--- src/rtl/htm_pkg.sv ---
`timescale 1ns / 1ps
`default_nettype none
package htm_pkg;

  // Histogram geometry
  localparam int COUNT_BITS = 24;
  localparam int LEVEL_W    = 8;
  localparam int LOG_FRAC   = 24;
  localparam int LOG_W      = 5 + LOG_FRAC;
  localparam int S1_W       = COUNT_BITS + 8;
  localparam int S2_W       = COUNT_BITS + 16;
  localparam int S3_W       = COUNT_BITS + 24;
  localparam int SQ_W       = 2 * COUNT_BITS;
  localparam int ENT_W      = COUNT_BITS + LOG_W;

  // Arithmetic unit widths
  localparam int WIDE_W = 128;
  localparam int DIV_W  = 64;

  // Pixel queue
  localparam int QDEPTH = 4;
  localparam int QPTR_W = 2;

  // Gray conversion weights (Q14)
  localparam int COEF_B  = 1868;
  localparam int COEF_G  = 9617;
  localparam int COEF_R  = 4899;
  localparam int GRAY_RND = 8192;

  // Stream payload widths
  localparam int IN_DATA_W  = 24;
  localparam int OUT_DATA_W = 152;

  typedef enum logic {
    OP_MUL,
    OP_DIV
  } op_e;

  typedef struct packed {
    logic [LEVEL_W-1:0] gray;
    logic               last;
  } pix_t;

  typedef struct packed {
    logic [COUNT_BITS-1:0] n;
    logic [S1_W-1:0]       s1;
    logic [S2_W-1:0]       s2;
    logic [S3_W-1:0]       s3;
    logic [SQ_W-1:0]       sq;
    logic [ENT_W-1:0]      ent;
    logic [LOG_W-1:0]      lnn;
    logic                  sat;
  } sums_t;

  typedef struct packed {
    logic [23:0] mean_level;
    logic [23:0] first_moment;
    logic [29:0] variance;
    logic [30:0] third_moment;
    logic [16:0] uniformity;
    logic [19:0] entropy_bits;
    logic        status;
  } res_t;

endpackage
`default_nettype wire

--- src/rtl/htm_fifo.sv ---
`timescale 1ns / 1ps
`default_nettype none
module htm_fifo (
  input  wire logic          clk_i,
  input  wire logic          rst_ni,
  input  wire logic          wr_en_i,
  input  wire htm_pkg::pix_t wdata_i,
  output logic               full_o,
  input  wire logic          rd_en_i,
  output htm_pkg::pix_t      rdata_o,
  output logic               empty_o
);

  localparam int PW = htm_pkg::QPTR_W;

  htm_pkg::pix_t mem_q [htm_pkg::QDEPTH];
  logic [PW-1:0] wptr_q, rptr_q;
  logic [PW:0]   cnt_q;

  assign full_o  = (cnt_q == (PW+1)'(htm_pkg::QDEPTH));
  assign empty_o = (cnt_q == '0);
  assign rdata_o = mem_q[rptr_q];

  // storage
  always_ff @(posedge clk_i) begin
    if (wr_en_i) begin
      mem_q[wptr_q] <= wdata_i;
    end
  end

  // pointers and fill level
  always_ff @(posedge clk_i or negedge rst_ni) begin
    if (!rst_ni) begin
      wptr_q <= '0;
      rptr_q <= '0;
      cnt_q  <= '0;
    end else begin
      if (wr_en_i) wptr_q <= wptr_q + 1'b1;
      if (rd_en_i) rptr_q <= rptr_q + 1'b1;
      if (wr_en_i && !rd_en_i) begin
        cnt_q <= cnt_q + 1'b1;
      end else if (!wr_en_i && rd_en_i) begin
        cnt_q <= cnt_q - 1'b1;
      end
    end
  end

endmodule
`default_nettype wire

--- config.mk ---
export PLATFORM = sky130hd
export DESIGN_NAME = htm_fifo
export DESIGN_NICKNAME = d
export VERILOG_FILES = /design/src/rtl/htm_pkg.sv /design/src/rtl/htm_fifo.sv
export SDC_FILE = /design/constraint.sdc
export NUM_CORES = 1
export LEC_CHECK = 0
export BUFFER_PORTS_ARGS = -buffer_cell sky130_fd_sc_hd__buf_4
export CELL_PAD_IN_SITES_DETAIL_PLACEMENT = 1
export CELL_PAD_IN_SITES_GLOBAL_PLACEMENT = 2
export CORE_MARGIN = 2
export CORE_UTILIZATION = 48
export CTS_BUF_LIST = sky130_fd_sc_hd__clkbuf_2
export CTS_CLUSTER_SIZE = 24
export DETAILED_ROUTE_END_ITERATION = 12
export PLACE_DENSITY_LB_ADDON = 0.15
export SYNTH_ARGS = -nofsm -noshare
export SYNTH_HDL_FRONTEND = slang
export SYNTH_SLANG_ARGS = --single-unit
export TNS_END_PERCENT = 100
--- constraint.sdc ---
create_clock -name clk_i -period 3.9 [get_ports clk_i]
set_input_delay 0.195 -clock clk_i [delete_from_list [all_inputs] [get_ports clk_i]]
set_output_delay 0.195 -clock clk_i [all_outputs]
set_load 0.05 [all_outputs]
==> impl_metrics.ini <==
[finish]
nets = 140
multi_input_area_sq_um = 407
nFillCells = 322
fin_util_pct = 61.5
area_growth_pct = 22.1
num_antenna_cells = 0
regArea_sq_um = 1260
drive_gt1_share_pct = 31.1

[power_and_ir_drop]
powerDensity_nw_per_um2 = 738
power_switching_uw = 623
pwr-share-comb_pct = 41.8
p_sw_share_pct = 40.8
seqPwrFrac_pct = 46.6
ir_drop_uv = 385
p_int_uw = 904
leakage_nw = 0.771
clkPwrFrac_pct = 11.6

[logic_synthesis]
synth-seq-area-share_pct = 74.2
async_flop_share_pct = 16.3
synth_cell_types = 18
syn_avg_cell_area_sq_um = 20.9
syn_nets = 100
synth_flop_cell = edfxtp_1
synthCells = 81
synth_edf_count = 36
synth_area_sq_um = 1690
yosysWarnings = 0
synth_seq_cells = 43

[sta]
tns_ns = 0
relSlewSlack_pct = 57.9
hold_ws_ns = 0.112
fin_crit_ns = 2.26
skew_ns = 0.00976
slew_violations = 0
period_share_pct = 57.9
finalHoldViolations = 0
fmax_mhz = 443
worstMarginPinSlew_ns = 0.632
setup_viol = 0
rsz0062_at_grt = no

[detailed_routing]
antenna_left = 0
viasPerCell = 4.96
postRouteWirelength_um = 2750
wire_per_inst_um = 16.4
drt_iter0_markers = 17
drtPass1Iterations = 4
vias = 834
drc_errors = 0

[setup_path]
arrival_ns = 2.06
critPathCaptureType = output pin
critical_path_class = reg -> out
critPathMaxFanout = 11
required_ns = 3.70
startpoint_type = flip-flop

[die]
io_pins = 24
fp.dieW_um = 63.4
core_sq_um = 3360
die-area_sq_um = 4020
start_util_pct = 50.4
placementRows = 21
die_h_um = 63.4

[clock_network]
tritoncts = built
clk_pin_slew_ns = 0.21
clock_sinks = 43
cts_setup_buffers = 0
cts.path.max_buffers = 2
cts_root_buffer = clkbuf_2
cts_resized = 0
h-tree-depth = 2
cts-buffers-inserted = 5
insertion_delay_ns = 0.39

[worst_hold_path]
hp-class = in -> async

[place]
hpwl_um = 1870
gp_congestion = 0.646
port_buffers = 23

[global_route]
grt_max_degree = 14
grt.total_usage_pct = 16.1
grt-ovfl-total = 0
grt_first_pass_wirelength_um = 4710
antenna_found_initial = 0
grt_pass1_vias = 983

[status]
outcome = completed

[run]
max_cap_viol_count = 0
worst max-delay path: stages (launching register included):
cell and delay, ns:
dfrtp_1 0.79, mux4_1 0.67, buf_4 0.21
final cells by class:
cell class / count / area share, %
flip-flops and latches: 43 / 60.7
well taps: 46 / 2.78
repair buffers: 35 / 14.2
inverters: 4 / 0.726
clock buffers: 5 / 1.21
multi-input cells: 32 / 19.7
clock inverters: 3 / 0.726
synth_stat cells, types with 2 or more instances:
library cell  number  area share, %
nand2_1            2           0.44
edfxtp_1          36             64
dfrtp_1            7             10
inv_1              4           0.89
and2_1             4            1.5
mux4_2             8             11
ha_1               5            3.7
xor2_1             4            2.1
xnor2_1            2            1.0
power by group through the flow:
stage               sequential, mW  clock (mW)  combinational, mW
floorplan                    0.661           0              0.524
global placement             0.720           0              0.619
detailed placement           0.729           0              0.633
CTS                          0.717       0.182              0.645
global route                 0.733       0.196              0.683
finish                       0.712       0.176              0.638
state kept, by name, summed over array words and instances, names as in the netlist:
register,cells
rptr_q,2
wptr_q,2
mem_q,36
cnt_q,3
final timing paths:
path                            startpoint           to  slack (ns)  cells after the start
worst min-delay path                rst_ni     cnt_q[0]        0.11                      2
min in group clk_i                cnt_q[2]     cnt_q[2]        0.51                      1
max in group asynchronous           rst_ni     cnt_q[1]        3.67                      2
worst max register to register   wptr_q[0]  mem_q[0][7]        2.41                      3
worst min register to register    cnt_q[2]     cnt_q[2]        0.51                      1
worst max-delay path             rptr_q[0]   rdata_o[4]        1.64                      2
per-stage QoR:
step	area, sq um	setup slack [ns]	instances	total power, mW
final	2070	1.64	168	1.53
after detailed placement	1910	2.06	148	1.36
after global routing	2070	1.47	168	1.61
after CTS	2070	1.57	168	1.54
after floorplan	1690	2.11	81	1.18
after global placement	1910	2.11	148	1.34
kinds of logic (layout without fill, tap and decap cells):
family	count (synthesis)	after routing	share of synthesized area (%)
AO/OA/AOI/OAI	1	1	0.295
XOR/XNOR	6	6	3.10
adder cells (fa/ha/maj)	6	6	4.87
buffers and inverters	6	47	1.85
flip-flops	43	43	74.2
multiplexers	10	10	12.9
AND/OR/NAND/NOR	9	9	2.88
cells in the final DEF (no fill, tap or decap), types with 4 or more instances in the layout:
cell | synthesis | final
mux4_2 | 8 | 8
dfrtp_1 | 7 | 7
xor2_1 | 4 | 4
dlygate4sd3_1 | 0 | 12
edfxtp_1 | 36 | 36
clkbuf_2 | 0 | 5
ha_1 | 5 | 5
inv_1 | 4 | 4
and2_1 | 4 | 4
buf_4 | 0 | 23
routing by layer:
layer  track usage [%]  part of all wire [%]
met2              27.4                    54
met5                 0                     0
met3              5.36                   4.8
met4              6.52                  0.55
met1              18.9                    41
what timing repair did:
| item | CTS | global route |
|---|---|---|
| setup endpoints to repair | 0 | 0 |
| hold buffers | 12 | 0 |
| hold endpoints to repair | 46 | 0 |
Note: power is estimated with default switching activity, not from simulation.
