<file path="src/rtl/htm_pkg.sv">
`timescale 1ns / 1ps
`default_nettype none
package htm_pkg;

  // Histogram geometry
  localparam int COUNT_BITS = 24;
  localparam int LEVEL_W    = 8;
  localparam int LOG_FRAC   = 24;
  localparam int LOG_W      = 5 + LOG_FRAC;
  localparam int S1_W       = COUNT_BITS + 8;
  localparam int S2_W       = COUNT_BITS + 16;
  localparam int S3_W       = COUNT_BITS + 24;
  localparam int SQ_W       = 2 * COUNT_BITS;
  localparam int ENT_W      = COUNT_BITS + LOG_W;

  // Arithmetic unit widths
  localparam int WIDE_W = 128;
  localparam int DIV_W  = 64;

  // Pixel queue
  localparam int QDEPTH = 4;
  localparam int QPTR_W = 2;

  // Gray conversion weights (Q14)
  localparam int COEF_B  = 1868;
  localparam int COEF_G  = 9617;
  localparam int COEF_R  = 4899;
  localparam int GRAY_RND = 8192;

  // Stream payload widths
  localparam int IN_DATA_W  = 24;
  localparam int OUT_DATA_W = 152;

  typedef enum logic {
    OP_MUL,
    OP_DIV
  } op_e;

  typedef struct packed {
    logic [LEVEL_W-1:0] gray;
    logic               last;
  } pix_t;

  typedef struct packed {
    logic [COUNT_BITS-1:0] n;
    logic [S1_W-1:0]       s1;
    logic [S2_W-1:0]       s2;
    logic [S3_W-1:0]       s3;
    logic [SQ_W-1:0]       sq;
    logic [ENT_W-1:0]      ent;
    logic [LOG_W-1:0]      lnn;
    logic                  sat;
  } sums_t;

  typedef struct packed {
    logic [23:0] mean_level;
    logic [23:0] first_moment;
    logic [29:0] variance;
    logic [30:0] third_moment;
    logic [16:0] uniformity;
    logic [19:0] entropy_bits;
    logic        status;
  } res_t;

endpackage
`default_nettype wire

</file>
<file path="src/rtl/htm_front.sv">
`timescale 1ns / 1ps
`default_nettype none
module htm_front (
  input  wire logic        clk_i,
  input  wire logic        rst_ni,
  input  wire logic        cfg_we_i,
  input  wire logic        cfg_wdata_i,
  input  wire logic        in_valid_i,
  output logic             in_ready_o,
  input  wire logic [23:0] in_data_i,
  input  wire logic        in_last_i,
  input  wire logic        init_done_i,
  input  wire logic        q_full_i,
  output logic             q_wr_o,
  output htm_pkg::pix_t    q_wdata_o
);

  logic        color_q;
  logic [21:0] wsum;
  logic [7:0]  gray;

  // mode register
  always_ff @(posedge clk_i or negedge rst_ni) begin
    if (!rst_ni) begin
      color_q <= 1'b1;
    end else if (cfg_we_i) begin
      color_q <= cfg_wdata_i;
    end
  end

  // BGR to gray, Q14 weights with rounding, or the blue byte as is when color input is off
  always_comb begin
    wsum = 22'(in_data_i[7:0])   * 22'(htm_pkg::COEF_B)
         + 22'(in_data_i[15:8])  * 22'(htm_pkg::COEF_G)
         + 22'(in_data_i[23:16]) * 22'(htm_pkg::COEF_R)
         + 22'(htm_pkg::GRAY_RND);
    gray = color_q ? wsum[21:14] : in_data_i[7:0];
  end

  assign in_ready_o     = init_done_i && !q_full_i;
  assign q_wr_o         = in_valid_i && in_ready_o;
  assign q_wdata_o.gray = gray;
  assign q_wdata_o.last = in_last_i;

endmodule
`default_nettype wire

</file>
<file path="config.mk">
export PLATFORM = sky130hd
export DESIGN_NAME = htm_front
export DESIGN_NICKNAME = d
export VERILOG_FILES = /design/src/rtl/htm_pkg.sv /design/src/rtl/htm_front.sv
export SDC_FILE = /design/constraint.sdc
export NUM_CORES = 1
export LEC_CHECK = 0
export BUFFER_PORTS_ARGS = -buffer_cell sky130_fd_sc_hd__buf_2
export CAP_MARGIN = 10
export CORE_ASPECT_RATIO = 1.1
export CORE_UTILIZATION = 30
export CTS_BUF_LIST = sky130_fd_sc_hd__clkbuf_16
export DETAILED_ROUTE_END_ITERATION = 8
export PLACE_DENSITY_LB_ADDON = 0.08
export SLEW_MARGIN = 10
export SYNTH_ARGS = -nofsm -noshare
export SYNTH_HDL_FRONTEND = slang
export SYNTH_SLANG_ARGS = --single-unit
</file>
<file path="constraint.sdc">
create_clock -name clk_i -period 16.8 [get_ports clk_i]
set_clock_uncertainty 0.2 [all_clocks]
set_input_delay 2.52 -clock clk_i [delete_from_list [all_inputs] [get_ports clk_i]]
set_output_delay 2.52 -clock clk_i [all_outputs]
set_load 0.02 [all_outputs]
</file>
==> impl_summary.md <==
Worst setup path
The largest individual stage delay along the critical path comes from the cell sky130_fd_sc_hd__fa_1. The kind of cell with the highest combined delay on the critical path is adder cells. The largest driver fanout on the critical path is 7. The critical path endpoint category is a primary output.

The worst register-to-register path begins at color_q. STA classifies the critical path startpoint as an input port. For the worst setup path, the data required time is 14.08 ns. The number of buffers and inverters on the critical path is 6. The biggest cell delay along the critical path is 0.54 ns. The worst setup path category is in2out. The launch point of the worst path is in_data_i[5]. The data arrival time of the critical path is 10.03 ns. The most numerous cell type found on the critical path is sky130_fd_sc_hd__ha_1.

STA
The setup total negative slack is 0 ns. Based on the critical path, the design can be clocked at up to 78.42 MHz. The relative max-transition margin is 65.15%. Dividing the final minimum period by the clock period gives 75.91%.

The final number of max-transition violations is 0. The number of endpoints with negative hold slack in the final report is 0. The total setup violations reported at the end of the flow is 0.

The transition at the pin with the smallest max-transition slack is 0.5162 ns. Setup repair after global routing left no endpoint under its margin. The routed design could run at a clock period as short as 12.75 ns.

Cells and area
Once layout is complete, the cells apart from fillers number 846. The flip-flop count of the largest register after layout is 1. In the final layout, the registers with the most flip-flops are color_q: 1 flops.

The number of antenna diodes in the final layout is 0. The share of final-layout standard cells stronger than drive strength 1 is 8.170%. The count of nets after finishing is 876. The register with the most flip-flops in the final layout is color_q.

The layout overhead on the synthesized area is 9.174%.

Yosys
In this run, synthesis produced a sequential element count of 1. The per-instance average area after synthesis is 9.061 um^2. The Yosys step of the flow raised 0 warnings. The sequential cell area fraction in the yosys report is 0.5043%. The synthesized netlist contains 45 unique library cells. The summed instance area of the synthesized netlist is 5210 um^2.

In the synthesized netlist, the number of instances is 575. The number of nets in the synthesized netlist is 837.

Global route
The first-pass GRT wire length is 20600 um. The initial antenna violation count is 0. Global routing used 14.73% of the available tracks.

Entering global routing, the biggest net connects 13 pins. The total overflow left after global routing is 0. The number of global-route vias before repair is 4221.

Drt
The final routed wirelength across all metal layers is 11900 um. Before antenna repair, the detailed router went through 4 iterations. The detailed router's first-iteration violation count is 97. After detailed routing, the average wire length per cell comes to 14.06 um. The total via count after detailed routing is 3712.

For this run, design rule violations remaining after detail routing come to 0. Dividing the detail-routed via count by the number of cells gives 4.388. The number of nets with antenna violations after detailed routing is 0.

Clocking
For this design, the CTS-stage hold fixing added 0 buffers. The clock latency on the worst-skew pair is 0 ns. After clock tree synthesis, the clock-pin slew on the worst setup and hold paths is 0 ns. The number of gates resized after CTS was 0.

The setup fix buffers added after clock tree synthesis is 0.

Floorplanning
The number of placement rows is 50. The area enclosed by the die boundary is 17900 um^2. The area of the core is 17020 um^2. The number of I/O pins is 43. The starting utilization of the core area is 30.62%. The floorplan step set the die height to 140.2 um.

In this run the horizontal extent of the chip is 127.7 um.

Worst hold path
The path class of the tightest hold or removal check is reg2reg. The hold path startpoint is color_q.

Place
The cell total after placement is 846. Detailed placement ended at an HPWL of 11210 um. The final estimated routing congestion in global placement is 0.7741. The number of I/O port buffers is 40.

Flow run
The number of max-capacitance violations reported is 0.

Outcome
The flow ran to the end, and the final reports show no timing, DRC or antenna violations.
## worst paths after layout
path | cells past startpoint | end | slack (ns)
worst max-delay path | 29 | q_wdata_o[6] | 4.05
worst min-delay path | 2 | color_q | 0.73
worst max register to register | 2 | color_q | 15.42
worst min register to register | 2 | color_q | 0.73
max in group asynchronous | 1 | color_q | 14.13
min in group asynchronous | 1 | color_q | 2.25
## through the flow
| stage | worst slack [ns] | utilization [%] | instance area (um^2) | hold slack (ns) |
|---|---|---|---|---|
| final | 4.048 | 33.43 | 5688 | 0.7322 |
| after global routing | 3.537 | 33.43 | 5688 | 0.8462 |
| after CTS | 3.989 | 33.43 | 5688 | 0.7525 |
| after detailed placement | 4.033 | 33.43 | 5688 | 0.7472 |
| after global placement | 4.060 | 33.43 | 5688 | 0.7522 |
| after floorplan | 4.631 | - | 5210 | 0.8052 |
## final cells by class
class,count,area [um^2]
repair buffers,40,200.2
well taps,234,292.8
inverters,207,777.0
flip-flops and latches,1,26.28
fillers,1859,11330
multi-input cells,364,4392
## metal layers
layer  vias up  global-route usage (%)  wire [um]
met5         -                       0          0
met4         0                  0.9907        102
met3         4                  0.1910        194
met2        32                   29.05       6273
met1      1818                   18.51       5325
li1       1858                       -          -
## cells in the final DEF (no fill, tap or decap), drive strengths merged, types with 3 or more instances in the layout
cell / count
a21oi: 11
or2: 3
nor3: 8
ha: 143
nor2b: 4
a21o: 3
o21ai: 10
buf: 40
xnor2: 16
nand2b: 5
nand4: 3
o211ai: 5
fa: 87
o31ai: 3
nor2: 14
nand2: 14
inv: 207
o311ai: 3
nand3: 6
## logic make-up after synthesis
group           Yosys count  synth area share (%)
compound gates           53                 7.517
xor+xnor                 17                 2.858
flops                     1                0.5044
buf+inv                 210                 15.20
simple gates             64                 6.148
fa+ha+maj               230                 67.77
## Yosys cell counts, drive strengths merged
master,n,area (um^2)
a211o,1,8.760
o22ai,2,12.51
fa,87,1742
and3b,1,8.760
a21o,3,22.52
xor2,1,8.760
o211ai,5,42.54
o21ai,10,50.04
nor3,8,40.04
o21a,2,15.01
or2,3,18.77
clkbuf,2,7.510
o311ai,3,33.79
nand4,3,18.77
inv,207,777.0
nor2b,4,25.02
a21oi,11,55.05
a21boi,1,7.510
a2111o,1,11.26
ha,143,1789
a211oi,2,15.01
dfstp,1,26.28
nand3,6,30.03
a31oi,2,18.77
or3,2,12.51
and3,2,12.51
o41a,1,11.26
nand2b,5,31.28
or4,1,11.26
nor2,14,52.55
buf,1,7.510
and2,1,6.260
o31ai,3,22.52
a2bb2oi,2,17.52
o2111ai,2,23.77
a2111oi,2,23.77
xnor2,16,140.1
nand2,14,52.55
## worst register-to-register path, stage by stage (launching register included)
cell	delay, ns
sky130_fd_sc_hd__dfstp_2	0.62
sky130_fd_sc_hd__inv_1	0.25
sky130_fd_sc_hd__o21ai_0	0.22
Power is not shown: default switching activity piles up to over one toggle a cycle in this logic, so the estimate is an artifact.
